### config.mk
export PLATFORM = sky130hd
export DESIGN_NAME = wav_header_and_data_extractor_core_flat
export DESIGN_NICKNAME = d
export VERILOG_FILES = /design/src/hw/rtl/wavx_pkg.sv /design/src/hw/rtl/wavx_ifs.sv /design/src/hw/rtl/wav_header_and_data_extractor_core.sv /design/src/hw/rtl/wavx_front.sv /design/src/hw/rtl/wavx_queue.sv /design/src/hw/rtl/wavx_back.sv /design/src/flat_wrapper.sv
export SDC_FILE = /design/constraint.sdc
export NUM_CORES = 1
export LEC_CHECK = 0
export ABC_AREA = 1
export BUFFER_PORTS_ARGS = -buffer_cell sky130_fd_sc_hd__buf_4
export CAP_MARGIN = 5
export CORE_UTILIZATION = 40
export CTS_CLUSTER_DIAMETER = 30
export CTS_CLUSTER_SIZE = 14
export DETAILED_ROUTE_END_ITERATION = 8
export GPL_TIMING_DRIVEN = 0
export PLACE_DENSITY_LB_ADDON = 0.2
export SLEW_MARGIN = 20
export SYNTH_ARGS = -nofsm -noshare
export SYNTH_HDL_FRONTEND = slang
export SYNTH_HIERARCHICAL = 1
export SYNTH_SLANG_ARGS = --single-unit
export TNS_END_PERCENT = 1
### constraint.sdc
create_clock -name clk -period 8.18 [get_ports clk]
set_input_delay 0.818 -clock clk [delete_from_list [all_inputs] [get_ports clk]]
set_output_delay 0.818 -clock clk [all_outputs]
set_load 0.02 [all_outputs]
### src/hw/rtl/wavx_pkg.sv
// Shared types, constants and helpers for the WAV header and data extractor.
`timescale 1ns / 1ps

package wavx_pkg;

  localparam int QUEUE_DEPTH_DEF = 4;
  localparam int HDR_LAST_POS    = 35;
  localparam int CHUNK_LAST_POS  = 7;

  // "data" as it sits little-endian in the tag shift register
  localparam logic [31:0] DATA_TAG = 32'h6174_6164;

  localparam logic [5:0] POS_CH_LO   = 6'd22;
  localparam logic [5:0] POS_CH_HI   = 6'd23;
  localparam logic [5:0] POS_RATE_LO = 6'd24;
  localparam logic [5:0] POS_RATE_HI = 6'd27;
  localparam logic [5:0] POS_BITS_LO = 6'd34;
  localparam logic [5:0] POS_BITS_HI = 6'd35;

  typedef enum logic [1:0] {
    KIND_FMT    = 2'd0,
    KIND_DATA   = 2'd1,
    KIND_ERR    = 2'd2,
    KIND_NODATA = 2'd3
  } kind_t;

  typedef struct packed {
    kind_t       kind;
    logic [7:0]  data_byte;
    logic        last_data;
    logic [31:0] sample_rate;
    logic [15:0] sample_bits;
    logic [1:0]  channel_count;
    logic [31:0] data_length;
  } res_t;

  // Expected bytes of "RIFF" at 0-3 and "WAVEfmt " at 8-15
  function automatic logic [7:0] wavx_magic(input logic [3:0] idx);
    logic [7:0] val;
    case (idx)
      4'd0:    val = 8'h52;
      4'd1:    val = 8'h49;
      4'd2:    val = 8'h46;
      4'd3:    val = 8'h46;
      4'd8:    val = 8'h57;
      4'd9:    val = 8'h41;
      4'd10:   val = 8'h56;
      4'd11:   val = 8'h45;
      4'd12:   val = 8'h66;
      4'd13:   val = 8'h6d;
      4'd14:   val = 8'h74;
      4'd15:   val = 8'h20;
      default: val = 8'h00;
    endcase
    return val;
  endfunction

endpackage

### src/hw/rtl/wavx_ifs.sv
// Stream interfaces for the WAV extractor input bytes and result requests.
`timescale 1ns / 1ps

interface wavx_in_if;
  logic       valid;
  logic       ready;
  logic [7:0] in_byte;
  logic       end_of_buffer;

  modport source (output valid, output in_byte, output end_of_buffer, input ready);
  modport sink   (input valid, input in_byte, input end_of_buffer, output ready);
endinterface

interface wavx_out_if;
  logic        valid;
  logic        ready;
  logic [1:0]  kind;
  logic [7:0]  data_byte;
  logic        last_data;
  logic [31:0] sample_rate;
  logic [15:0] sample_bits;
  logic [1:0]  channel_count;
  logic [31:0] data_length;

  modport source (output valid, output kind, output data_byte, output last_data,
                  output sample_rate, output sample_bits, output channel_count,
                  output data_length, input ready);
  modport sink   (input valid, input kind, input data_byte, input last_data,
                  input sample_rate, input sample_bits, input channel_count,
                  input data_length, output ready);
endinterface

### src/hw/rtl/wav_header_and_data_extractor_core.sv
// Top level of the WAV header and data extractor.
`timescale 1ns / 1ps

// Takes one WAV buffer byte per cycle on in_if while in_ready is high
// (end_of_buffer on the final byte), checks the 36-byte RIFF/fmt header, walks
// chunks to "data", then gives one format request (kind 0) followed by the data
// bytes (kind 1, last one marked); kind 2 is a header error and kind 3 means no
// data chunk was found. A result is registered in the result queue and then in
// the output register before it appears on out_if. in_ready falls only when the
// QUEUE_DEPTH-entry result queue between the parser and the output register is
// full, i.e. while out_if is stalled.
module wav_header_and_data_extractor_core import wavx_pkg::*; #(
  parameter int QUEUE_DEPTH = QUEUE_DEPTH_DEF
) (
  input  logic        clk,
  input  logic        rst_n,
  wavx_in_if.sink     in_if,
  wavx_out_if.source  out_if
);

  logic res_valid;
  res_t res;
  logic q_not_full;
  logic q_not_empty;
  logic q_pop;
  res_t q_data;

  wavx_front u_front (
    .clk       (clk),
    .rst_n     (rst_n),
    .in_if     (in_if),
    .q_ready   (q_not_full),
    .res_valid (res_valid),
    .res       (res)
  );

  wavx_queue #(
    .DEPTH (QUEUE_DEPTH)
  ) u_queue (
    .clk       (clk),
    .rst_n     (rst_n),
    .push      (res_valid),
    .push_data (res),
    .not_full  (q_not_full),
    .pop       (q_pop),
    .not_empty (q_not_empty),
    .pop_data  (q_data)
  );

  wavx_back u_back (
    .clk     (clk),
    .rst_n   (rst_n),
    .q_valid (q_not_empty),
    .q_data  (q_data),
    .q_pop   (q_pop),
    .out_if  (out_if)
  );

endmodule

### src/hw/rtl/wavx_front.sv
// Byte parser: walks the RIFF header and chunk list, raises result requests.
`timescale 1ns / 1ps

module wavx_front import wavx_pkg::*; (
  input  logic        clk,
  input  logic        rst_n,
  wavx_in_if.sink     in_if,
  input  logic        q_ready,
  output logic        res_valid,
  output res_t        res
);

  typedef enum logic [5:0] {
    PH_HEADER = 6'b000001,
    PH_BADHDR = 6'b000010,
    PH_CHUNK  = 6'b000100,
    PH_SKIP   = 6'b001000,
    PH_DATA   = 6'b010000,
    PH_WAIT   = 6'b100000
  } phase_t;

  phase_t      phase_r, phase_nxt;
  logic [5:0]  pos_r, pos_nxt;
  logic [63:0] tag_r, tag_nxt;
  logic [31:0] count_r, count_nxt;
  logic [31:0] rate_r, rate_nxt;
  logic [15:0] bits_r, bits_nxt;
  logic [15:0] chan_r, chan_nxt;

  logic        accept;
  logic        last;
  logic [7:0]  b;
  logic        magic_pos;
  logic        bad_now;
  logic        bad_final;
  logic [31:0] chunk_len;
  logic [1:0]  rate_sel;
  logic        emit;
  kind_t       emit_kind;
  logic        emit_last;
  logic [31:0] emit_len;

  assign in_if.ready = q_ready;
  assign accept      = in_if.valid && q_ready;
  assign last        = in_if.end_of_buffer;
  assign b           = in_if.in_byte;

  assign magic_pos = (pos_r < 6'd16) && ((pos_r < 6'd4) || (pos_r >= 6'd8));
  assign bad_now   = (phase_r == PH_BADHDR) ||
                     (magic_pos && (b != wavx_magic(pos_r[3:0])));
  assign bad_final = bad_now || ((chan_r != 16'd1) && (chan_r != 16'd2));
  assign tag_nxt   = {b, tag_r[63:8]};
  assign chunk_len = tag_nxt[63:32];
  assign rate_sel  = 2'(pos_r - POS_RATE_LO);

  always_comb begin
    phase_nxt = phase_r;
    pos_nxt   = pos_r;
    count_nxt = count_r;
    rate_nxt  = rate_r;
    bits_nxt  = bits_r;
    chan_nxt  = chan_r;
    emit      = 1'b0;
    emit_kind = KIND_ERR;
    emit_last = 1'b0;
    emit_len  = chunk_len;

    case (phase_r)
      PH_HEADER, PH_BADHDR: begin
        // captured fields never overlap the magic positions
        if (phase_r == PH_HEADER) begin
          if (pos_r == POS_CH_LO)      chan_nxt[7:0]  = b;
          if (pos_r == POS_CH_HI)      chan_nxt[15:8] = b;
          if (pos_r == POS_BITS_LO)    bits_nxt[7:0]  = b;
          if (pos_r == POS_BITS_HI)    bits_nxt[15:8] = b;
          if (pos_r >= POS_RATE_LO && pos_r <= POS_RATE_HI) begin
            case (rate_sel)
              2'd0:    rate_nxt[7:0]   = b;
              2'd1:    rate_nxt[15:8]  = b;
              2'd2:    rate_nxt[23:16] = b;
              default: rate_nxt[31:24] = b;
            endcase
          end
        end
        if (pos_r >= 6'(HDR_LAST_POS)) begin
          pos_nxt = '0;
          if (bad_final) begin
            emit      = 1'b1;
            emit_kind = KIND_ERR;
            phase_nxt = PH_WAIT;
          end else if (last) begin
            emit      = 1'b1;
            emit_kind = KIND_NODATA;
          end else begin
            phase_nxt = PH_CHUNK;
          end
        end else if (last) begin
          emit      = 1'b1;
          emit_kind = KIND_ERR;
        end else begin
          pos_nxt   = pos_r + 6'd1;
          phase_nxt = bad_now ? PH_BADHDR : PH_HEADER;
        end
      end
      PH_CHUNK: begin
        if (pos_r >= 6'(CHUNK_LAST_POS)) begin
          pos_nxt   = '0;
          count_nxt = chunk_len;
          if (tag_nxt[31:0] == DATA_TAG) begin
            emit      = 1'b1;
            emit_kind = KIND_FMT;
            emit_len  = last ? '0 : chunk_len;
            phase_nxt = (chunk_len == '0) ? PH_WAIT : PH_DATA;
          end else if (last) begin
            emit      = 1'b1;
            emit_kind = KIND_NODATA;
          end else begin
            phase_nxt = (chunk_len == '0) ? PH_CHUNK : PH_SKIP;
          end
        end else if (last) begin
          emit      = 1'b1;
          emit_kind = KIND_NODATA;
        end else begin
          pos_nxt = pos_r + 6'd1;
        end
      end
      PH_SKIP: begin
        if (last) begin
          emit      = 1'b1;
          emit_kind = KIND_NODATA;
        end else begin
          count_nxt = count_r - 32'd1;
          if (count_r <= 32'd1) begin
            phase_nxt = PH_CHUNK;
            pos_nxt   = '0;
          end
        end
      end
      PH_DATA: begin
        emit      = 1'b1;
        emit_kind = KIND_DATA;
        emit_last = last || (count_r <= 32'd1);
        count_nxt = count_r - 32'd1;
        if (count_r <= 32'd1) phase_nxt = PH_WAIT;
      end
      default: begin
      end
    endcase

    // end of buffer always returns to the start of a new header
    if (last) begin
      phase_nxt = PH_HEADER;
      pos_nxt   = '0;
    end
  end

  assign res_valid         = accept && emit;
  assign res.kind          = emit_kind;
  assign res.data_byte     = b;
  assign res.last_data     = emit_last;
  assign res.sample_rate   = rate_r;
  assign res.sample_bits   = bits_r;
  assign res.channel_count = chan_r[1:0];
  assign res.data_length   = emit_len;

  always_ff @(posedge clk) begin
    if (!rst_n) begin
      phase_r <= PH_HEADER;
      pos_r   <= '0;
    end else if (accept) begin
      phase_r <= phase_nxt;
      pos_r   <= pos_nxt;
    end
  end

  always_ff @(posedge clk) begin
    if (accept) begin
      count_r <= count_nxt;
      rate_r  <= rate_nxt;
      bits_r  <= bits_nxt;
      chan_r  <= chan_nxt;
      if (phase_r == PH_CHUNK) tag_r <= tag_nxt;
    end
  end

endmodule

### src/hw/rtl/wavx_queue.sv
// Short result queue between the parser and the output stage.
`timescale 1ns / 1ps

module wavx_queue import wavx_pkg::*; #(
  parameter int DEPTH = QUEUE_DEPTH_DEF
) (
  input  logic clk,
  input  logic rst_n,
  input  logic push,
  input  res_t push_data,
  output logic not_full,
  input  logic pop,
  output logic not_empty,
  output res_t pop_data
);

  localparam int PTR_W = (DEPTH > 1) ? $clog2(DEPTH) : 1;
  localparam int CNT_W = $clog2(DEPTH + 1);

  res_t             entry_r [DEPTH];
  logic [PTR_W-1:0] wr_ptr_r, rd_ptr_r;
  logic [CNT_W-1:0] count_r;
  logic             do_push, do_pop;

  assign not_full  = (count_r != CNT_W'(DEPTH));
  assign not_empty = (count_r != '0);
  assign do_push   = push && not_full;
  assign do_pop    = pop && not_empty;
  assign pop_data  = entry_r[rd_ptr_r];

  always_ff @(posedge clk) begin
    if (!rst_n) begin
      wr_ptr_r <= '0;
      rd_ptr_r <= '0;
      count_r  <= '0;
    end else begin
      if (do_push)
        wr_ptr_r <= (wr_ptr_r == PTR_W'(DEPTH - 1)) ? '0 : wr_ptr_r + PTR_W'(1);
      if (do_pop)
        rd_ptr_r <= (rd_ptr_r == PTR_W'(DEPTH - 1)) ? '0 : rd_ptr_r + PTR_W'(1);
      if (do_push && !do_pop)
        count_r <= count_r + CNT_W'(1);
      else if (do_pop && !do_push)
        count_r <= count_r - CNT_W'(1);
    end
  end

  always_ff @(posedge clk) begin
    if (do_push) entry_r[wr_ptr_r] <= push_data;
  end

endmodule

### src/hw/rtl/wavx_back.sv
// Output stage: shapes each queued request by kind and holds it for the sink.
`timescale 1ns / 1ps

module wavx_back import wavx_pkg::*; (
  input  logic        clk,
  input  logic        rst_n,
  input  logic        q_valid,
  input  res_t        q_data,
  output logic        q_pop,
  wavx_out_if.source  out_if
);

  logic out_valid_r;
  res_t out_r, out_nxt;
  logic load;

  // fields outside a kind's meaning are driven as zero
  always_comb begin
    out_nxt      = '0;
    out_nxt.kind = q_data.kind;
    case (q_data.kind)
      KIND_FMT: begin
        out_nxt.sample_rate   = q_data.sample_rate;
        out_nxt.sample_bits   = q_data.sample_bits;
        out_nxt.channel_count = q_data.channel_count;
        out_nxt.data_length   = q_data.data_length;
      end
      KIND_DATA: begin
        out_nxt.data_byte = q_data.data_byte;
        out_nxt.last_data = q_data.last_data;
      end
      default: begin
      end
    endcase
  end

  assign load  = !out_valid_r || out_if.ready;
  assign q_pop = load && q_valid;

  always_ff @(posedge clk) begin
    if (!rst_n) out_valid_r <= 1'b0;
    else if (load) out_valid_r <= q_valid;
  end

  always_ff @(posedge clk) begin
    if (q_pop) out_r <= out_nxt;
  end

  assign out_if.valid         = out_valid_r;
  assign out_if.kind          = out_r.kind;
  assign out_if.data_byte     = out_r.data_byte;
  assign out_if.last_data     = out_r.last_data;
  assign out_if.sample_rate   = out_r.sample_rate;
  assign out_if.sample_bits   = out_r.sample_bits;
  assign out_if.channel_count = out_r.channel_count;
  assign out_if.data_length   = out_r.data_length;

endmodule
### src/flat_wrapper.sv
// flat-port wrapper written by rule: the top's interface ports become plain ports
module wav_header_and_data_extractor_core_flat import wavx_pkg::*;
#(
  parameter int QUEUE_DEPTH = QUEUE_DEPTH_DEF
)
  (clk, rst_n, in_if_valid, in_if_in_byte, in_if_end_of_buffer, in_if_ready, out_if_valid, out_if_kind, out_if_data_byte, out_if_last_data, out_if_sample_rate, out_if_sample_bits, out_if_channel_count, out_if_data_length, out_if_ready);
  wavx_in_if in_if_i ();
  wavx_out_if out_if_i ();
  input  logic clk;
  input  logic rst_n;
  input wire logic [$bits(in_if_i.valid)-1:0] in_if_valid;
  input wire logic [$bits(in_if_i.in_byte)-1:0] in_if_in_byte;
  input wire logic [$bits(in_if_i.end_of_buffer)-1:0] in_if_end_of_buffer;
  output wire logic [$bits(in_if_i.ready)-1:0] in_if_ready;
  output wire logic [$bits(out_if_i.valid)-1:0] out_if_valid;
  output wire logic [$bits(out_if_i.kind)-1:0] out_if_kind;
  output wire logic [$bits(out_if_i.data_byte)-1:0] out_if_data_byte;
  output wire logic [$bits(out_if_i.last_data)-1:0] out_if_last_data;
  output wire logic [$bits(out_if_i.sample_rate)-1:0] out_if_sample_rate;
  output wire logic [$bits(out_if_i.sample_bits)-1:0] out_if_sample_bits;
  output wire logic [$bits(out_if_i.channel_count)-1:0] out_if_channel_count;
  output wire logic [$bits(out_if_i.data_length)-1:0] out_if_data_length;
  input wire logic [$bits(out_if_i.ready)-1:0] out_if_ready;
  assign in_if_i.valid = in_if_valid;
  assign in_if_i.in_byte = in_if_in_byte;
  assign in_if_i.end_of_buffer = in_if_end_of_buffer;
  assign in_if_ready = in_if_i.ready;
  assign out_if_valid = out_if_i.valid;
  assign out_if_kind = out_if_i.kind;
  assign out_if_data_byte = out_if_i.data_byte;
  assign out_if_last_data = out_if_i.last_data;
  assign out_if_sample_rate = out_if_i.sample_rate;
  assign out_if_sample_bits = out_if_i.sample_bits;
  assign out_if_channel_count = out_if_i.channel_count;
  assign out_if_data_length = out_if_i.data_length;
  assign out_if_i.ready = out_if_ready;
  wav_header_and_data_extractor_core #(.QUEUE_DEPTH(QUEUE_DEPTH)) u_core (.clk(clk), .rst_n(rst_n), .in_if(in_if_i), .out_if(out_if_i));
endmodule
==> Word level (Yosys, flattened, before mapping) <==
Memories as Yosys holds them, arrays and structs flattened. A register that Yosys moved wholly into a read port is not among the register bits.
Cells that the tools add are included.
Widths: inputs -> output; s select.
{ "classes": {"n_reduce_logical": 41, "bitwise_logic": 1, "n_lt_le_gt_ge": 8, "eq_ne": 24, "n_addsub": 7, "muxes": 46} }
{ "ops": {"columns": ["op", "n"], "rows": [
  ["$mux 32", 6],
  ["$pmux 32 s3", 1],
  ["$mux 6", 12],
  ["$eq 32x31->1 const B", 1],
  ["$le 32x1->1 const B", 1],
  ["$logic_not 32->1", 1],
  ["$sub 32x1->32 const B", 1],
  ["$reduce_and 5->1", 5],
  ["$pmux 6 s4", 1],
  ["$reduce_and 4->1", 5],
  ["$eq 6x5->1 const B", 3],
  ["$pmux 6 s3", 1],
  ["$mux 2", 8],
  ["$ne 16x1->1 const B", 1],
  ["$ne 16x2->1 const B", 1],
  ["$eq 6x6->1 const B", 2],
  ["$mux 4", 3],
  ["$ne 3x3->1 const B", 4],
  ["$logic_and 1x1->1", 11],
  ["$mux 1", 10],
  ["$ne 8x8->1", 1],
  ["$pmux 2 s4", 1],
  ["$add 6x1->6 const B", 1],
  ["$eq 2x2->1 const B", 3],
  ["other kinds (31)", 43]
]} }
{ "word_totals": {"romBits": 112, "mem_count": 2, "ramBits": 372, "elab_cells": 152, "in_bits": 13, "regBits": 273} }
{ "mem_list": {"columns": ["memory", "words", "width", "rd", "rd_clocked_by_memory_dff", "write_ports", "line", "text"], "rows": [
  ["u_core.u_queue.entry_r", 4, 93, 1, 1, 1, "wavx_queue.sv:20", "res_t entry_r [DEPTH];"],
  ["(no name shown)", 16, 7, 1, 1, 0, "wavx_pkg.sv:40", "case (idx)"]
]} }

==> Logic depth before layout (Yosys ltp) <==
{ "depth": {"ltp_word": 15, "mapped_depth": 20} }

==> Hierarchy <==
Netlist, hierarchy kept.
{ "modules_own_cells": {"columns": ["module", "cells_per_inst", "instances", "area_each_um2"], "rows": [
  ["wavx_queue", 969, 1, 14237.4],
  ["wavx_front", 774, 1, 7925.1],
  ["wavx_back", 294, 1, 4306.6]
]} }

==> Least setup slack after synthesis <==
No wires, ideal clock.
{ "synth_timing": {"path_kind": "input -> register", "from": "input out_if_ready", "to": "register u_core.u_queue.count_r[1]", "path_slack_ns": 0.865, "setup_ns": 0.116, "path_buffers": 0, "t_arrival_ns": 7.200, "t_required_ns": 8.064, "path_stages": 8, "cell_sequence": "inv_1 -> a21oi_1 -> nand2_1 -> ha_1 -> inv_1 -> fa_1 -> o21ai_0 -> nor2_1"} }
{ "synth_via": {"elab_chain_cells": 6, "word_cells_on_any_way": 8, "cone_classes": "mux (1); reduce/logical (7)"} }
{ "synth_lines": {"columns": ["element", "line", "text"], "rows": [
  ["from (decl)", "flat_wrapper.sv:23", "input wire logic [$bits(out_if_i.ready)-1:0] out_if_ready;"],
  ["$logic_or 1x1->1 *", "wavx_back.sv:37", "assign load = !out_valid_r || out_if.ready;"],
  ["$logic_and 1x1->1 *", "wavx_back.sv:38", "assign q_pop = load && q_valid;"],
  ["named net u_core.q_pop", "wav_header_and_data_extractor_core.sv:25", "logic q_pop;"],
  ["$logic_and 1x1->1 *", "wavx_queue.sv:28", "assign do_pop = pop && not_empty;"],
  ["$logic_not 1->1", "wavx_queue.sv:41", "if (do_push && !do_pop)"],
  ["$logic_and 1x1->1", "wavx_queue.sv:41", null],
  ["$mux 3 or $reduce_bool 2->1 (tied branches)", null, null],
  ["to (signal assigned)", "wavx_queue.sv:42", "count_r <= count_r + CNT_W'(1);"],
  ["to (signal assigned)", "wavx_queue.sv:44", "count_r <= count_r - CNT_W'(1);"],
  ["to (decl)", "wavx_queue.sv:22", "logic [CNT_W-1:0] count_r;"]
]} }
The timed path passes the listed nets; every way through them passes the cells marked *.
A chain may end at the register's enable or synchronous reset.

==> Final worst setup path <==
{ "layout_timing": {"from": "register u_core.u_front.tag_r[35]", "to": "memory u_core/u_queue/entry_r[3][74] (netlist name), enable pin"} }
{ "layout_via": {"elab_chain_cells": 8} }
{ "layout_lines": {"columns": ["element", "line", "text"], "rows": [
  ["from (decl)", "wavx_front.sv:24", "logic [63:0] tag_r, tag_nxt;"],
  ["from (signal assigned)", "wavx_front.sv:182", "if (phase_r == PH_CHUNK) tag_r <= tag_nxt;"],
  ["$eq 32x31->1", "wavx_front.sv:109", "if (tag_nxt[31:0] == DATA_TAG) begin"],
  ["$mux 1", "wavx_front.sv:109", null],
  ["$mux 1", "wavx_front.sv:106", "if (pos_r >= 6'(CHUNK_LAST_POS)) begin"],
  ["$pmux 1 s4", "wavx_front.sv:68", "case (phase_r)"],
  ["$logic_and 1x1->1", "wavx_front.sv:157", "assign res_valid = accept && emit;"],
  ["named net u_core.res_valid", "wav_header_and_data_extractor_core.sv:21", "logic res_valid;"],
  ["$logic_and 1x1->1", "wavx_queue.sv:27", "assign do_push = push && not_full;"],
  ["$mux 1", "wavx_queue.sv:49", "if (do_push) entry_r[wr_ptr_r] <= push_data;"],
  ["$mux 1 (implied by the code)", "wavx_queue.sv:49", null],
  ["to (decl)", "wavx_queue.sv:20", null]
]} }
The timed path passes the listed nets, and every way through them passes these cells.

==> results.md <==
- Initial core utilization: between 40% and 50%
- Number of global-route vias before repair: 16570
- CTS tree: yes
- PwrDens: between 300 and 400 nW/um2
- Fin crit period: just under 4 ns
- Design Area, Final: approximately 34000 um2
- Root Buffer: clkbuf_16
- Leak: between 10 and 15 nW
- Commonest cells after routing, fill and taps aside: 617 x edfxtp_1, 344 x nor2_1, 213 x inv_1
- Commonest non-fill, non-tap cell in the layout: edfxtp_1
- Area Growth Syn to Fin: 27.63%
- Cells after synthesis: slightly above 2000
- Yosys cell types: 49
- Synth Net Count: 2064
- Resize count post-CTS: 0
- Seq/Total Area, Yosys: ~72%
- VDD IR max: ~0.00017 V
- Register Area: around 19000 um2
- Drt pass-1 iters: 5
- WL/cell: slightly below 20 um
- Placed standard-cell area: a little under 30000 um2
- Cell row count: 93
- Hold Vio Cnt, Final: 0
- Crit path DAT: 4.27 ns
- Capturing point of the worst reg2reg path: u_core/u_queue/entry_r[3][74]$_DFFE_PP_
- CTS Buf Count: around 140
- Final estimated routing congestion in global placement: around 0.82
- CTS clk-pin slew, worst paths: 0.05 ns
- Hold Path Sink: u_core/u_front/tag_r[19]$_DFFE_PP_
- HP Start: u_core/u_front/tag_r[27]$_DFFE_PP_
- Port Buf Inserts: approximately 110
- Core Box Area: 64930 um2
- Crit path kind: flop to flop
- Min-Delay Path Class: flop to flop
- Clock latency on the worst-skew pair: around 0.7 ns
- Area contributors post-synth: edfxtp_1 70%, nor2_1 5.0%, nor2_4 3.6%, o21ai_0 3.3%, inv_1 3.0%
- Fill count: 5430
- Share of layout cells above drive strength 1: about 23%
- Synthesized area per cell: 12.99 um2
- Area of the mapped netlist: 26470 um2
- # DRC: 0
- GRT busiest layer: met2
- Total global routing track utilization: between 10% and 20%
- Outcome: complete, no violations
- Max-Cap Viols: 0
- Yosys reg bits: 646
- Post-CTS Setup Bufs: 0
- Max-Slew Margin vs Limit: between 20% and 30%
- Sink Count: approximately 650
- Multi-input gate area: a little under 6000 um2
- Utilization after layout: 52.03%
- Final setup skew: a little under 0.03 ns
- R2R depth: 14
- Largest net degree at the start of global routing: 29
- Antenna Nets Post-Route: 0
- Met1 Resource Use GR: 24.08%
- Top cell type's share of synthesized area: a little over two thirds
- Worst-Margin Slew: between 1 and 1.5 ns
- Die H: between 200 and 300 um
- Hold buffers post-CTS: 0
- Antenna violations before repair: 2
- Met3 usage: under 10%
- Hold Path Cell Cnt: 0
- Top Ports: between 100 and 150
- Max frequency: 0.2563 GHz
- Placed insts: between 3000 and 4000
- Met2 Track Usage GR: about a third
- Final worst-path cycle share: a little under half
- Gr ovfl total: 0
- DP HPWL: just over 40 mm
- Worst setup SP type: flop
- Syn. warnings: 6
- Die W: about 260 um
- Number of buffers on the longest clock path: 3
- Worst R2R Setup Slack: about 4.3 ns
- Nets: 2342
- Critical Path Sink Type: flop
- Unrepaired setup endpoints after global routing: no
- Setup ws final: ~4.3 ns
- Final Max Slew Viols: 0
- Finish-stage setup viols: 0
- CP max FO: 21
- Iter 0 DRT Violations: 1258
- Pre-CTS setup slack: around 3.7 ns
- WP data required: 8.55 ns
- H-tree lvl count: 4
- First-pass GRT wire length: 95.37 mm
- Cell taking the most area after synthesis: edfxtp_1
- Vias: 16400
- Post-DR vias/cell: 4.994
- RR Startpoint: u_core/u_front/tag_r[35]$_DFFE_PP_
- Layout Cells excl Fill: about 3300
- DIE AREA: between 60000 and 70000 um2
- Power Total: 0.01271 W
- Post-Route WL: ~63 mm
[cells by family (layout without fill, tap and decap cells)]
family | Yosys count | in the layout | share of synthesized area, %
xor gates and xnor gates | 16 | 16 | 0.5294
buffers and inverters | 311 | 700 | 5.672
DFF | 646 | 646 | 72.19
other | 0 | 3 | 0
and+or+nand+nor | 694 | 694 | 13.55
AOI/OAI and AO/OA | 356 | 356 | 7.369
adders and majority gates | 14 | 14 | 0.6902
[stage by stage]
step	hold slack, ns	setup TNS, ns
2_1_floorplan	0.4166	0
3_3_place_gp	0.4258	-1080.37
3_5_place_dp	0.4313	0
4_1_cts	0.4185	0
5_1_grt	0.4455	0
6_report	0.4412	0
[metal layers]
layer | up-vias | wire, um
met3 | 113 | 4114
met5 | - | 0
met2 | 589 | 31240
met4 | 0 | 1750
li1 | 7766 | -
met1 | 7933 | 25970
[how the worst max path moves through the flow]
stage / startpoint / end / slack [ns] / cells after the start
floorplan: out_if_ready / u_core/u_queue/count_r[1]$_SDFFE_PN0P_ / 0.86 / 8
CTS: u_core/u_front/tag_r[24]$_DFFE_PP_ / u_core/u_queue/entry_r[3][71]$_DFFE_PP_ / 4.20 / 14
global placement: out_if_ready / u_core/u_queue/count_r[1]$_SDFFE_PN0P_ / -2.79 / 9
finish: u_core/u_front/tag_r[35]$_DFFE_PP_ / u_core/u_queue/entry_r[3][74]$_DFFE_PP_ / 4.28 / 14
global route: u_core/u_front/tag_r[9]$_DFFE_PP_ / u_core/u_queue/entry_r[3][74]$_DFFE_PP_ / 3.99 / 14
detailed placement: in_if_in_byte[6] / u_core/u_queue/entry_r[3][72]$_DFFE_PP_ / 3.67 / 15
[state kept, by name, indices dropped and copies added (netlist names), 32 cells and up, named ones only]
register,flops
u_core/u_back/out_if.sample_rate,32
u_core/u_front/count_r,32
u_core/u_front/rate_r,32
u_core/u_back/out_if.data_length,32
u_core/u_queue/entry_r,372
u_core/u_front/tag_r,56
[cells in the mapped netlist, drive strengths merged]
master,number
a2111oi,1
a211oi,1
a21oi,12
a22oi,2
a2bb2oi,1
a31oi,8
buf,62
clkbuf,31
dfxtp,29
edfxtp,617
fa,1
ha,13
inv,218
nand2,152
nand3,39
nand3b,5
nand4,29
nor2,448
nor3,12
nor3b,2
nor4,3
o211ai,1
o21a,1
o21ai,234
o21ba,1
o22ai,93
o31ai,1
or2,4
xnor2,6
xor2,10
[worst max-delay path, cell delays in order (launching register included)]
cell      delay, ns
edfxtp_1       0.38
nor2_1         0.11
nand3b_1       0.09
nor2_1         0.10
nand2_1        0.05
nor2_1         0.29
inv_1          0.19
nor2_1         0.16
nand2_1        0.07
a31oi_1        0.38
nand2_1        0.38
nor2_4         0.65
buf_12         0.27
buf_12         0.21
buf_12         0.21
[cell type report]
class                           count  share of cell area, %
Sequential cell                   646                  56.56
Timing Repair Buffer              140                  4.333
Antenna cell                        3                0.02222
Multi-Input combinational cell   1080                  17.53
Tap cell                          855                  3.167
Clock inverter                     93                  3.237
Buffer                             93                  2.015
Clock buffer                      156                  10.70
Inverter                          218                  2.430
[power by group]
group          internal [W]  switching (W)
clock               0.00380        0.00173
sequential          0.00407       0.000126
combinational      0.000986        0.00201
Note: power is estimated with default switching activity, not from simulation.
